[src/design/sha_pkg.sv]
// ----------------------------------------------------------------------------
// sha_pkg
// shared types, constants and round functions of the sha-256 digest engine
// ----------------------------------------------------------------------------
package sha_pkg;

    typedef enum logic [2:0] {
        ST_IDLE,
        ST_PAD,
        ST_LOAD,
        ST_ROUND,
        ST_FINAL,
        ST_OUT
    } state_t;

    localparam logic [7:0] PAD_BYTE = 8'h80;

    typedef logic [31:0] word_t;

    // memory access from the controller to the block buffer
    typedef struct packed {
        logic       wr_en;
        logic [3:0] wr_addr;
        word_t      wr_data;
        logic [3:0] rd_addr;
    } buf_req_t;

    function automatic word_t init_hash(input logic [2:0] idx);
        word_t r;
        case (idx)
            3'd0: r = 32'h6a09e667;
            3'd1: r = 32'hbb67ae85;
            3'd2: r = 32'h3c6ef372;
            3'd3: r = 32'ha54ff53a;
            3'd4: r = 32'h510e527f;
            3'd5: r = 32'h9b05688c;
            3'd6: r = 32'h1f83d9ab;
            default: r = 32'h5be0cd19;
        endcase
        return r;
    endfunction

    function automatic word_t round_k(input logic [5:0] idx);
        word_t r;
        case (idx)
            6'd0:  r = 32'h428a2f98; 6'd1:  r = 32'h71374491;
            6'd2:  r = 32'hb5c0fbcf; 6'd3:  r = 32'he9b5dba5;
            6'd4:  r = 32'h3956c25b; 6'd5:  r = 32'h59f111f1;
            6'd6:  r = 32'h923f82a4; 6'd7:  r = 32'hab1c5ed5;
            6'd8:  r = 32'hd807aa98; 6'd9:  r = 32'h12835b01;
            6'd10: r = 32'h243185be; 6'd11: r = 32'h550c7dc3;
            6'd12: r = 32'h72be5d74; 6'd13: r = 32'h80deb1fe;
            6'd14: r = 32'h9bdc06a7; 6'd15: r = 32'hc19bf174;
            6'd16: r = 32'he49b69c1; 6'd17: r = 32'hefbe4786;
            6'd18: r = 32'h0fc19dc6; 6'd19: r = 32'h240ca1cc;
            6'd20: r = 32'h2de92c6f; 6'd21: r = 32'h4a7484aa;
            6'd22: r = 32'h5cb0a9dc; 6'd23: r = 32'h76f988da;
            6'd24: r = 32'h983e5152; 6'd25: r = 32'ha831c66d;
            6'd26: r = 32'hb00327c8; 6'd27: r = 32'hbf597fc7;
            6'd28: r = 32'hc6e00bf3; 6'd29: r = 32'hd5a79147;
            6'd30: r = 32'h06ca6351; 6'd31: r = 32'h14292967;
            6'd32: r = 32'h27b70a85; 6'd33: r = 32'h2e1b2138;
            6'd34: r = 32'h4d2c6dfc; 6'd35: r = 32'h53380d13;
            6'd36: r = 32'h650a7354; 6'd37: r = 32'h766a0abb;
            6'd38: r = 32'h81c2c92e; 6'd39: r = 32'h92722c85;
            6'd40: r = 32'ha2bfe8a1; 6'd41: r = 32'ha81a664b;
            6'd42: r = 32'hc24b8b70; 6'd43: r = 32'hc76c51a3;
            6'd44: r = 32'hd192e819; 6'd45: r = 32'hd6990624;
            6'd46: r = 32'hf40e3585; 6'd47: r = 32'h106aa070;
            6'd48: r = 32'h19a4c116; 6'd49: r = 32'h1e376c08;
            6'd50: r = 32'h2748774c; 6'd51: r = 32'h34b0bcb5;
            6'd52: r = 32'h391c0cb3; 6'd53: r = 32'h4ed8aa4a;
            6'd54: r = 32'h5b9cca4f; 6'd55: r = 32'h682e6ff3;
            6'd56: r = 32'h748f82ee; 6'd57: r = 32'h78a5636f;
            6'd58: r = 32'h84c87814; 6'd59: r = 32'h8cc70208;
            6'd60: r = 32'h90befffa; 6'd61: r = 32'ha4506ceb;
            6'd62: r = 32'hbef9a3f7; default: r = 32'hc67178f2;
        endcase
        return r;
    endfunction

    function automatic word_t rotr(input word_t x, input int n);
        return (x >> n) | (x << (32 - n));
    endfunction

endpackage

[src/design/sha_buf.sv]
// ----------------------------------------------------------------------------
// sha_buf
// block buffer: sixteen 32-bit words, one write and one registered read
// ----------------------------------------------------------------------------
module sha_buf (
    input  logic              clk,
    input  sha_pkg::buf_req_t req,
    output sha_pkg::word_t    rd_data
);

    sha_pkg::word_t mem [16];

    always_ff @(posedge clk)
    begin
        if (req.wr_en)
        begin
            mem[req.wr_addr] <= req.wr_data;
        end
        rd_data <= mem[req.rd_addr];
    end

endmodule

[src/design/sha_round.sv]
// ----------------------------------------------------------------------------
// sha_round
// working variables and a 16-word message schedule window; while step is high, one round a cycle
// ----------------------------------------------------------------------------
module sha_round (
    input  logic           clk,
    input  logic           init,      // load working vars from hash
    input  logic           step,      // run one round
    input  logic           use_mem,   // w comes from buffer (rounds 0..15)
    input  logic [5:0]     round,
    input  sha_pkg::word_t mem_word,
    input  sha_pkg::word_t hash_in [8],
    output sha_pkg::word_t vars [8]
);

    sha_pkg::word_t v_reg [8];
    sha_pkg::word_t w_reg [16];
    sha_pkg::word_t w_new;
    sha_pkg::word_t w_cur;
    sha_pkg::word_t s0;
    sha_pkg::word_t s1;
    sha_pkg::word_t t1;
    sha_pkg::word_t t2;
    sha_pkg::word_t e;
    sha_pkg::word_t a;

    always_comb
    begin
        s0 = sha_pkg::rotr(w_reg[1], 7) ^ sha_pkg::rotr(w_reg[1], 18) ^ (w_reg[1] >> 3);
        s1 = sha_pkg::rotr(w_reg[14], 17) ^ sha_pkg::rotr(w_reg[14], 19)
            ^ (w_reg[14] >> 10);
        w_new = s1 + w_reg[9] + s0 + w_reg[0];
        w_cur = use_mem ? mem_word : w_new;
        e = v_reg[4];
        a = v_reg[0];
        t1 = v_reg[7] + (sha_pkg::rotr(e, 6) ^ sha_pkg::rotr(e, 11) ^ sha_pkg::rotr(e, 25))
            + ((e & v_reg[5]) ^ (~e & v_reg[6])) + sha_pkg::round_k(round) + w_cur;
        t2 = (sha_pkg::rotr(a, 2) ^ sha_pkg::rotr(a, 13) ^ sha_pkg::rotr(a, 22))
            + ((a & v_reg[1]) ^ (a & v_reg[2]) ^ (v_reg[1] & v_reg[2]));
    end

    always_ff @(posedge clk)
    begin
        if (init)
        begin
            for (int i = 0; i < 8; i++)
            begin
                v_reg[i] <= hash_in[i];
            end
        end
        else if (step)
        begin
            v_reg[7] <= v_reg[6];
            v_reg[6] <= v_reg[5];
            v_reg[5] <= v_reg[4];
            v_reg[4] <= v_reg[3] + t1;
            v_reg[3] <= v_reg[2];
            v_reg[2] <= v_reg[1];
            v_reg[1] <= v_reg[0];
            v_reg[0] <= t1 + t2;
            // window holds w[i-16..i-1]
            for (int i = 0; i < 15; i++)
            begin
                w_reg[i] <= w_reg[i + 1];
            end
            w_reg[15] <= w_cur;
        end
    end

    assign vars = v_reg;

endmodule

[src/design/sha256_digest_engine.sv]
// ----------------------------------------------------------------------------
// sha256_digest_engine
// byte-wide sha-256 hasher with padding and word-serial digest output
// ----------------------------------------------------------------------------
// An item with a byte absorbs it into the block buffer. The item that fills a
// 64-byte block, and every end item, starts the compression: a load step, 64
// rounds (of a single round unit; message words of rounds 0..15 come from the
// 16-word buffer memory, later ones from the schedule window) and an add into
// the hash. No item is taken while a block is being compressed.
// An end item also writes the padding words of each padding block, may need
// two compressions, and then gives eight digest items, word 0 first.
module sha256_digest_engine (
    input  logic        clk,
    input  logic        rst_n,
    input  logic        valid_in,
    output logic        ready_in,
    input  logic [7:0]  msg_byte,
    input  logic        byte_present,
    input  logic        msg_end,
    output logic        valid_out,
    input  logic        ready_out,
    output logic [31:0] digest_word,
    output logic [2:0]  word_index,
    output logic        last_word
);

    sha_pkg::state_t  state_reg, state_next;
    sha_pkg::word_t   hash_reg [8];
    sha_pkg::word_t   acc_reg;          // partial word being filled
    logic [5:0]       fill_reg;
    logic [63:0]      len_reg;
    logic [5:0]       round_reg;
    logic [3:0]       pad_reg;          // padding word address
    logic             second_reg;       // padding needs a further block
    logic             ending_reg;       // compression belongs to the end item
    logic             full_reg;         // compression came from a full block
    logic [2:0]       out_reg;

    sha_pkg::buf_req_t req;
    sha_pkg::word_t    mem_word;
    sha_pkg::word_t    vars [8];
    logic              accept;
    logic              init;
    logic              step;

    sha_buf u_buf (
        .clk     (clk),
        .req     (req),
        .rd_data (mem_word)
    );

    sha_round u_round (
        .clk      (clk),
        .init     (init),
        .step     (step),
        .use_mem  (round_reg < 6'd16),
        .round    (round_reg),
        .mem_word (mem_word),
        .hash_in  (hash_reg),
        .vars     (vars)
    );

    assign accept = valid_in && ready_in;

    // byte-level view of the item's effect
    logic [5:0]     new_fill;
    sha_pkg::word_t new_acc;
    always_comb
    begin
        new_acc = acc_reg;
        case (fill_reg[1:0])
            2'd0: new_acc = {msg_byte, 24'h0};
            2'd1: new_acc[23:16] = msg_byte;
            2'd2: new_acc[15:8] = msg_byte;
            default: new_acc[7:0] = msg_byte;
        endcase
        new_fill = fill_reg + 6'd1;
    end

    // padding word at pad_reg, with fill_reg bytes of message in the block
    sha_pkg::word_t pad_word;
    logic [3:0]     fill_word;
    always_comb
    begin
        fill_word = fill_reg[5:2];
        pad_word = 32'h0;
        if (second_reg)
        begin
            pad_word = 32'h0;
        end
        else if (pad_reg == fill_word)
        begin
            case (fill_reg[1:0])
                2'd0: pad_word = {sha_pkg::PAD_BYTE, 24'h0};
                2'd1: pad_word = {acc_reg[31:24], sha_pkg::PAD_BYTE, 16'h0};
                2'd2: pad_word = {acc_reg[31:16], sha_pkg::PAD_BYTE, 8'h0};
                default: pad_word = {acc_reg[31:8], sha_pkg::PAD_BYTE};
            endcase
        end
        if ((second_reg || fill_reg < 6'd56) && pad_reg == 4'd14)
        begin
            pad_word = len_reg[63:32];
        end
        if ((second_reg || fill_reg < 6'd56) && pad_reg == 4'd15)
        begin
            pad_word = len_reg[31:0];
        end
    end

    always_comb
    begin
        state_next = state_reg;
        case (state_reg)
            sha_pkg::ST_IDLE:
            begin
                if (accept)
                begin
                    if (byte_present && fill_reg == 6'd63)
                    begin
                        state_next = sha_pkg::ST_LOAD;
                    end
                    else if (msg_end)
                    begin
                        state_next = sha_pkg::ST_PAD;
                    end
                end
            end
            sha_pkg::ST_PAD:
            begin
                if (pad_reg == 4'd15)
                begin
                    state_next = sha_pkg::ST_LOAD;
                end
            end
            sha_pkg::ST_LOAD:  state_next = sha_pkg::ST_ROUND;
            sha_pkg::ST_ROUND:
            begin
                if (round_reg == 6'd63)
                begin
                    state_next = sha_pkg::ST_FINAL;
                end
            end
            sha_pkg::ST_FINAL:
            begin
                if (!ending_reg)
                begin
                    state_next = sha_pkg::ST_IDLE;
                end
                else if (full_reg || (fill_reg >= 6'd56 && !second_reg))
                begin
                    state_next = sha_pkg::ST_PAD;
                end
                else
                begin
                    state_next = sha_pkg::ST_OUT;
                end
            end
            sha_pkg::ST_OUT:
            begin
                if (ready_out && out_reg == 3'd7)
                begin
                    state_next = sha_pkg::ST_IDLE;
                end
            end
            default: state_next = sha_pkg::ST_IDLE;
        endcase
    end

    // buffer access and round control
    always_comb
    begin
        ready_in = (state_reg == sha_pkg::ST_IDLE);
        valid_out = (state_reg == sha_pkg::ST_OUT);
        init = (state_reg == sha_pkg::ST_LOAD);
        step = (state_reg == sha_pkg::ST_ROUND);
        req.wr_en = 1'b0;
        req.wr_addr = fill_reg[5:2];
        req.wr_data = new_acc;
        // read one ahead of the round that uses it
        req.rd_addr = (state_reg == sha_pkg::ST_LOAD) ? 4'd0 : round_reg[3:0] + 4'd1;
        case (state_reg)
            sha_pkg::ST_IDLE:
            begin
                req.wr_en = accept && byte_present && fill_reg[1:0] == 2'd3;
            end
            sha_pkg::ST_PAD:
            begin
                req.wr_addr = pad_reg;
                req.wr_data = pad_word;
                // message words below the partial one stay as written
                req.wr_en = second_reg || pad_reg >= fill_word;
            end
            default: req.wr_en = 1'b0;
        endcase
    end

    always_ff @(posedge clk or negedge rst_n)
    begin
        if (!rst_n)
        begin
            state_reg <= sha_pkg::ST_IDLE;
            fill_reg <= 6'd0;
            len_reg <= 64'd0;
            round_reg <= 6'd0;
            pad_reg <= 4'd0;
            second_reg <= 1'b0;
            ending_reg <= 1'b0;
            full_reg <= 1'b0;
            out_reg <= 3'd0;
            for (int i = 0; i < 8; i++)
            begin
                hash_reg[i] <= sha_pkg::init_hash(3'(i));
            end
        end
        else
        begin
            state_reg <= state_next;
            case (state_reg)
                sha_pkg::ST_IDLE:
                begin
                    if (accept)
                    begin
                        pad_reg <= 4'd0;
                        second_reg <= 1'b0;
                        ending_reg <= msg_end;
                        full_reg <= byte_present && fill_reg == 6'd63;
                        if (byte_present)
                        begin
                            fill_reg <= new_fill;
                            len_reg <= len_reg + 64'd8;
                        end
                    end
                end
                sha_pkg::ST_PAD:  pad_reg <= pad_reg + 4'd1;
                sha_pkg::ST_LOAD: round_reg <= 6'd0;
                sha_pkg::ST_ROUND: round_reg <= round_reg + 6'd1;
                sha_pkg::ST_FINAL:
                begin
                    for (int i = 0; i < 8; i++)
                    begin
                        hash_reg[i] <= hash_reg[i] + vars[i];
                    end
                    if (ending_reg && fill_reg >= 6'd56 && !second_reg)
                    begin
                        second_reg <= 1'b1;
                        pad_reg <= 4'd0;
                    end
                    full_reg <= 1'b0;
                    out_reg <= 3'd0;
                end
                sha_pkg::ST_OUT:
                begin
                    if (ready_out)
                    begin
                        out_reg <= out_reg + 3'd1;
                        if (out_reg == 3'd7)
                        begin
                            fill_reg <= 6'd0;
                            len_reg <= 64'd0;
                            ending_reg <= 1'b0;
                            for (int i = 0; i < 8; i++)
                            begin
                                hash_reg[i] <= sha_pkg::init_hash(3'(i));
                            end
                        end
                    end
                end
                default: ;
            endcase
        end
    end

    always_ff @(posedge clk)
    begin
        if (accept && byte_present)
        begin
            acc_reg <= new_acc;
        end
    end

    assign digest_word = hash_reg[out_reg];
    assign word_index = out_reg;
    assign last_word = (out_reg == 3'd7);

endmodule
[config.mk]
export PLATFORM = sky130hd
export DESIGN_NAME = sha256_digest_engine
export DESIGN_NICKNAME = d
export VERILOG_FILES = /design/src/design/sha_pkg.sv /design/src/design/sha_buf.sv /design/src/design/sha_round.sv /design/src/design/sha256_digest_engine.sv
export SDC_FILE = /design/constraint.sdc
export NUM_CORES = 2
export LEC_CHECK = 0
export ABC_CLOCK_PERIOD_IN_PS = 26700
export BUFFER_PORTS_ARGS = -buffer_cell sky130_fd_sc_hd__buf_2
export CORE_MARGIN = 10
export CORE_UTILIZATION = 45
export DETAILED_ROUTE_END_ITERATION = 6
export GPL_TIMING_DRIVEN = 0
export PLACE_DENSITY = 0.67
export SLEW_MARGIN = 15
export SYNTH_ARGS = -nofsm -noshare
export SYNTH_HDL_FRONTEND = slang
export SYNTH_HIERARCHICAL = 1
export SYNTH_SLANG_ARGS = --single-unit
[constraint.sdc]
create_clock -name clk -period 26.7 [get_ports clk]
set_input_delay 4.005 -clock clk [delete_from_list [all_inputs] [get_ports clk]]
set_output_delay 4.005 -clock clk [all_outputs]
set_load 0.05 [all_outputs]
==> results.txt <==
- The count of buffers added on input and output ports is between 50 and 60.
* HPWL after detailed placement: roughly 230000 um
* Starting utilization of the core area: 0.452
* Synth area leaders: edfxtp_1 (43%), dfrtp_1 (5.6%), ha_1 (5.5%)
- In this run the vertical extent of the chip is roughly 470 um.
- Relative area change from synthesis to final layout: 12.0%
- The synthesized-area fraction occupied by ao, oa, aoi and oai cells is 0.126.
* Final Hold Fails: 0
- Filler instances: roughly 18000
- Maximum number of pins on one net before global-route repair: between 90 and 100
* Most prevalent standard cell on the critical path: fa_1
- The initial antenna violation count is 16.
* Number of clock sinks: 1686
- Flop2flop setup slack: around 14000 ps
- The first detailed-routing pass took 6 iterations.
* Post-synthesis net count: slightly above 8000
* Critical-path cell with the highest stage delay: o31ai_2
- Cell count of the worst hold path: 0
- Clock input transition at the sequential cells of the worst setup and hold paths: 60 ps
- The startpoint identified for the worst register-to-register timing path is u_round/w_reg[1][4]$_DFFE_PP_.
- Number of design rule violations left after detail routing: 0
- Worst Setup Start Kind: flop
- Most repeated cell in the gate-level netlist after synthesis: edfxtp_1
- The later pin in the worst-skew pair is clocked with a latency of roughly 870 ps.
- The critical path is of the flop to flop type.
* Root buffer cell: clkbuf_16
- Of the total synthesized cell area, the portion taken by XOR and XNOR cells is 0.0587.
* Total routing resource utilization after global routing: 0.262
- The final layout contains around 8400 nets.
- In the final routed layout, each cell accounts on average for between 20 and 30 um.
* Fin Hold WS: approximately 380 ps
- Max_cap viols: 0
- The routed design has about 300000 um of wire.
* EDFF count, synth: between 1000 and 1500
* Post-Place Cell Area: roughly 97000 um^2
* Area taken by flip-flops and latches: ~49000 um^2
- After synthesis, the share of cell area in mux cells is 0.0833.
* Data required, critical path: 27250 ps
- TritonCTS created between 150 and 200 clock buffers.
- The number of cells on the worst reg-to-reg path is between 40 and 50.
- Die width: between 400 and 500 um
- For the pin with the worst max-slew slack, the measured transition is around 1400 ps.
* YS warnings: 6
- On the final layout, the worst clock skew is between 60 and 70 ps.
* Synth Area in Adders: 0.0976
- Ports placed on the boundary: 52
- Floorplan row count: ~170
- The finished cells cover just over 100000 um^2.
* Via count of the first global-routing pass: around 63000
- The share of synthesized area in the top cell type comes to 0.426.
* Syn avg cell area: between 10 and 15 um^2
* Unrepaired setup endpoints after global routing: no
* Hold Crit Endpoint: u_round/w_reg[9][4]$_DFFE_PP_
- For the worst setup path, the data arrival time is around 13000 ps.
- Initial detailed-routing violation count: 7859
- The final route contains roughly 65000 vias.
* Setup violation total in the final timing report: 0
- The worst path in the final design needs a cycle of 12500 ps, including I/O delays and setup.
- Global routing met1 resource utilization: 0.384
- Synthesis produced a netlist whose cell count is around 7500.
- Global routing finished with a remaining overflow of 0.
* Number of max-slew violations in the final report: 0
- Biggest cell delay along the critical path: between 700 and 800 ps
- Busiest layer in global routing: met1
- In this run the tightest slew margin relative to its limit is 0.0388.
* Largest fanout of any net on the critical path: 5
- In the final layout, the share of cells above drive strength 1 is 0.142.
- Sequential element share of the synthesized area: 0.528
* Number of flip-flops and latches in the synthesized netlist: roughly 1700
- Synth Area in Simple Gates: 0.0754
- Clock tree from TritonCTS: done
* Buffer depth of the longest clock path: 3
* Timing-limited maximum frequency: 80.0 MHz
- Largest family of logic cells by synthesized area: compound AO/OA/AOI/OAI gates
* Total Die Area: 224000 um^2
- Post-synthesis async set-or-reset flop share: 0.203
- Post-synthesis cell type count: 110
* Dominant register cell in the synthesized netlist: edfxtp_1
* Start point of the worst hold path: u_round/w_reg[10][4]$_DFFE_PP_
* Run status: finished clean
- The endpoint identified for the worst register-to-register timing path is u_round/a[29]$_DFFE_PP_.
* Final RePlAce weighted congestion: about 1
* Combined area of all synthesized cells: slightly above 90000 um^2
- In this run the worst hold path is classified as flop to flop.
- The core region is slightly above 200000 um^2.
* Final antenna-violating net count: 0
- For met3 alone, demand over resource in global routing was 0.0576.
* Per-cell via count in the routed design: about 6
- Final Cycle Share: 0.468
- Grouping stages by cell kind, the critical path spends the most delay in compound AO/OA/AOI/OAI gates.
- Buf/Inv on CP: 6
* Footprint of the multi-input gates: a little over 40000 um^2
* Level count of the clock H-tree: 4
- Dominant cell type by area after synthesis: edfxtp_1
- Count of hold buffers inserted by post-cts repair: 0
- Top cells by instance count after synthesis: edfxtp_1 (1312), nand2_1 (540), a21oi_1 (514)
- Global-route wire length before repair: 434000 um
- Number of gates resized after cts: 0
- CP endpoint kind: flop
- For this run, global-route usage on met2 was measured as 0.381.
- Setup Fix Bufs, Post-CTS: 0
layer usage:
metal | up-vias | share of wire
met5 | - | 0.00010
met4 | 4 | 0.041
met3 | 521 | 0.10
met2 | 3336 | 0.42
met1 | 32900 | 0.43
li1 | 28300 | -
layout by cell type, fill, tap and decap left out, types with 200 or more instances in the layout:
cell      count
edfxtp_1   1312
nand2_1     540
a21oi_1     501
o21ai_0     476
inv_1       428
nor2_1      415
ha_1        404
xnor2_1     360
clkbuf_1    283
mux2_2      270
xor2_1      254
dfrtp_1     206
mux4_2      200
a21o_1      200
logic make-up (layout without fill, tap and decap cells):
kind of cell | count (synthesis) | in the layout
AO/OA/AOI/OAI | 1837 | 1837
flip-flops | 1686 | 1686
AND/OR/NAND/NOR | 1516 | 1516
buffers and inverters | 748 | 1197
XOR/XNOR | 616 | 616
adder cells (fa/ha/maj) | 604 | 604
multiplexers | 485 | 485
other | 0 | 5
how the worst max path moves through the flow:
stage               cells after the start                        endpoint                           from  slack, ps
floorplan                               7   u_round/w_reg[0][0]$_DFFE_PP_       state_reg[0]$_DFFE_PN0P_       1490
global placement                        7  u_round/w_reg[1][16]$_DFFE_PP_       state_reg[0]$_DFFE_PN0P_      -7900
detailed placement                     45         u_round/a[29]$_DFFE_PP_  u_round/w_reg[1][4]$_DFFE_PP_      14550
CTS                                    45         u_round/a[29]$_DFFE_PP_  u_round/w_reg[1][4]$_DFFE_PP_      14400
global route                           46         u_round/a[29]$_DFFE_PP_  u_round/w_reg[1][3]$_DFFE_PP_      13700
finish                                 45         u_round/a[29]$_DFFE_PP_  u_round/w_reg[1][4]$_DFFE_PP_      14200
metrics by stage:
step / util / TNS, ps / instances / worst slack (ps)
after global routing: 0.506 / 0 / 10600 / 13700
after CTS: 0.506 / 0 / 10600 / 14400
after floorplan: - / 0 / 7492 / 1490
after global placement: 0.470 / -4012800 / 10200 / -7900
after detailed placement: 0.476 / 0 / 10300 / 14550
final: 0.506 / 0 / 10600 / 14200
worst reg2reg max path, delay by kind of cell (launching register included):
kind,cells,cell delay [ps]
DFF,1,560
buffers and inverters,6,470
adders and majority gates,10,4340
AOI/OAI and AO/OA,17,5010
and+or+nand+nor,8,960
xor gates and xnor gates,4,840
layout make-up:
class	instances	area share
diodes	5	0.000121
plain buffers	319	0.0126
clock buffers	229	0.0468
clock inverters	109	0.0119
inverters	429	0.0156
multi-input cells	5058	0.395
flip-flops and latches	1686	0.471
well taps	2688	0.0325
repair buffers	111	0.0139
Power is left out: the tool's default activity adds up to more than one toggle a clock period on the data nets, which glitch-free logic cannot reach.
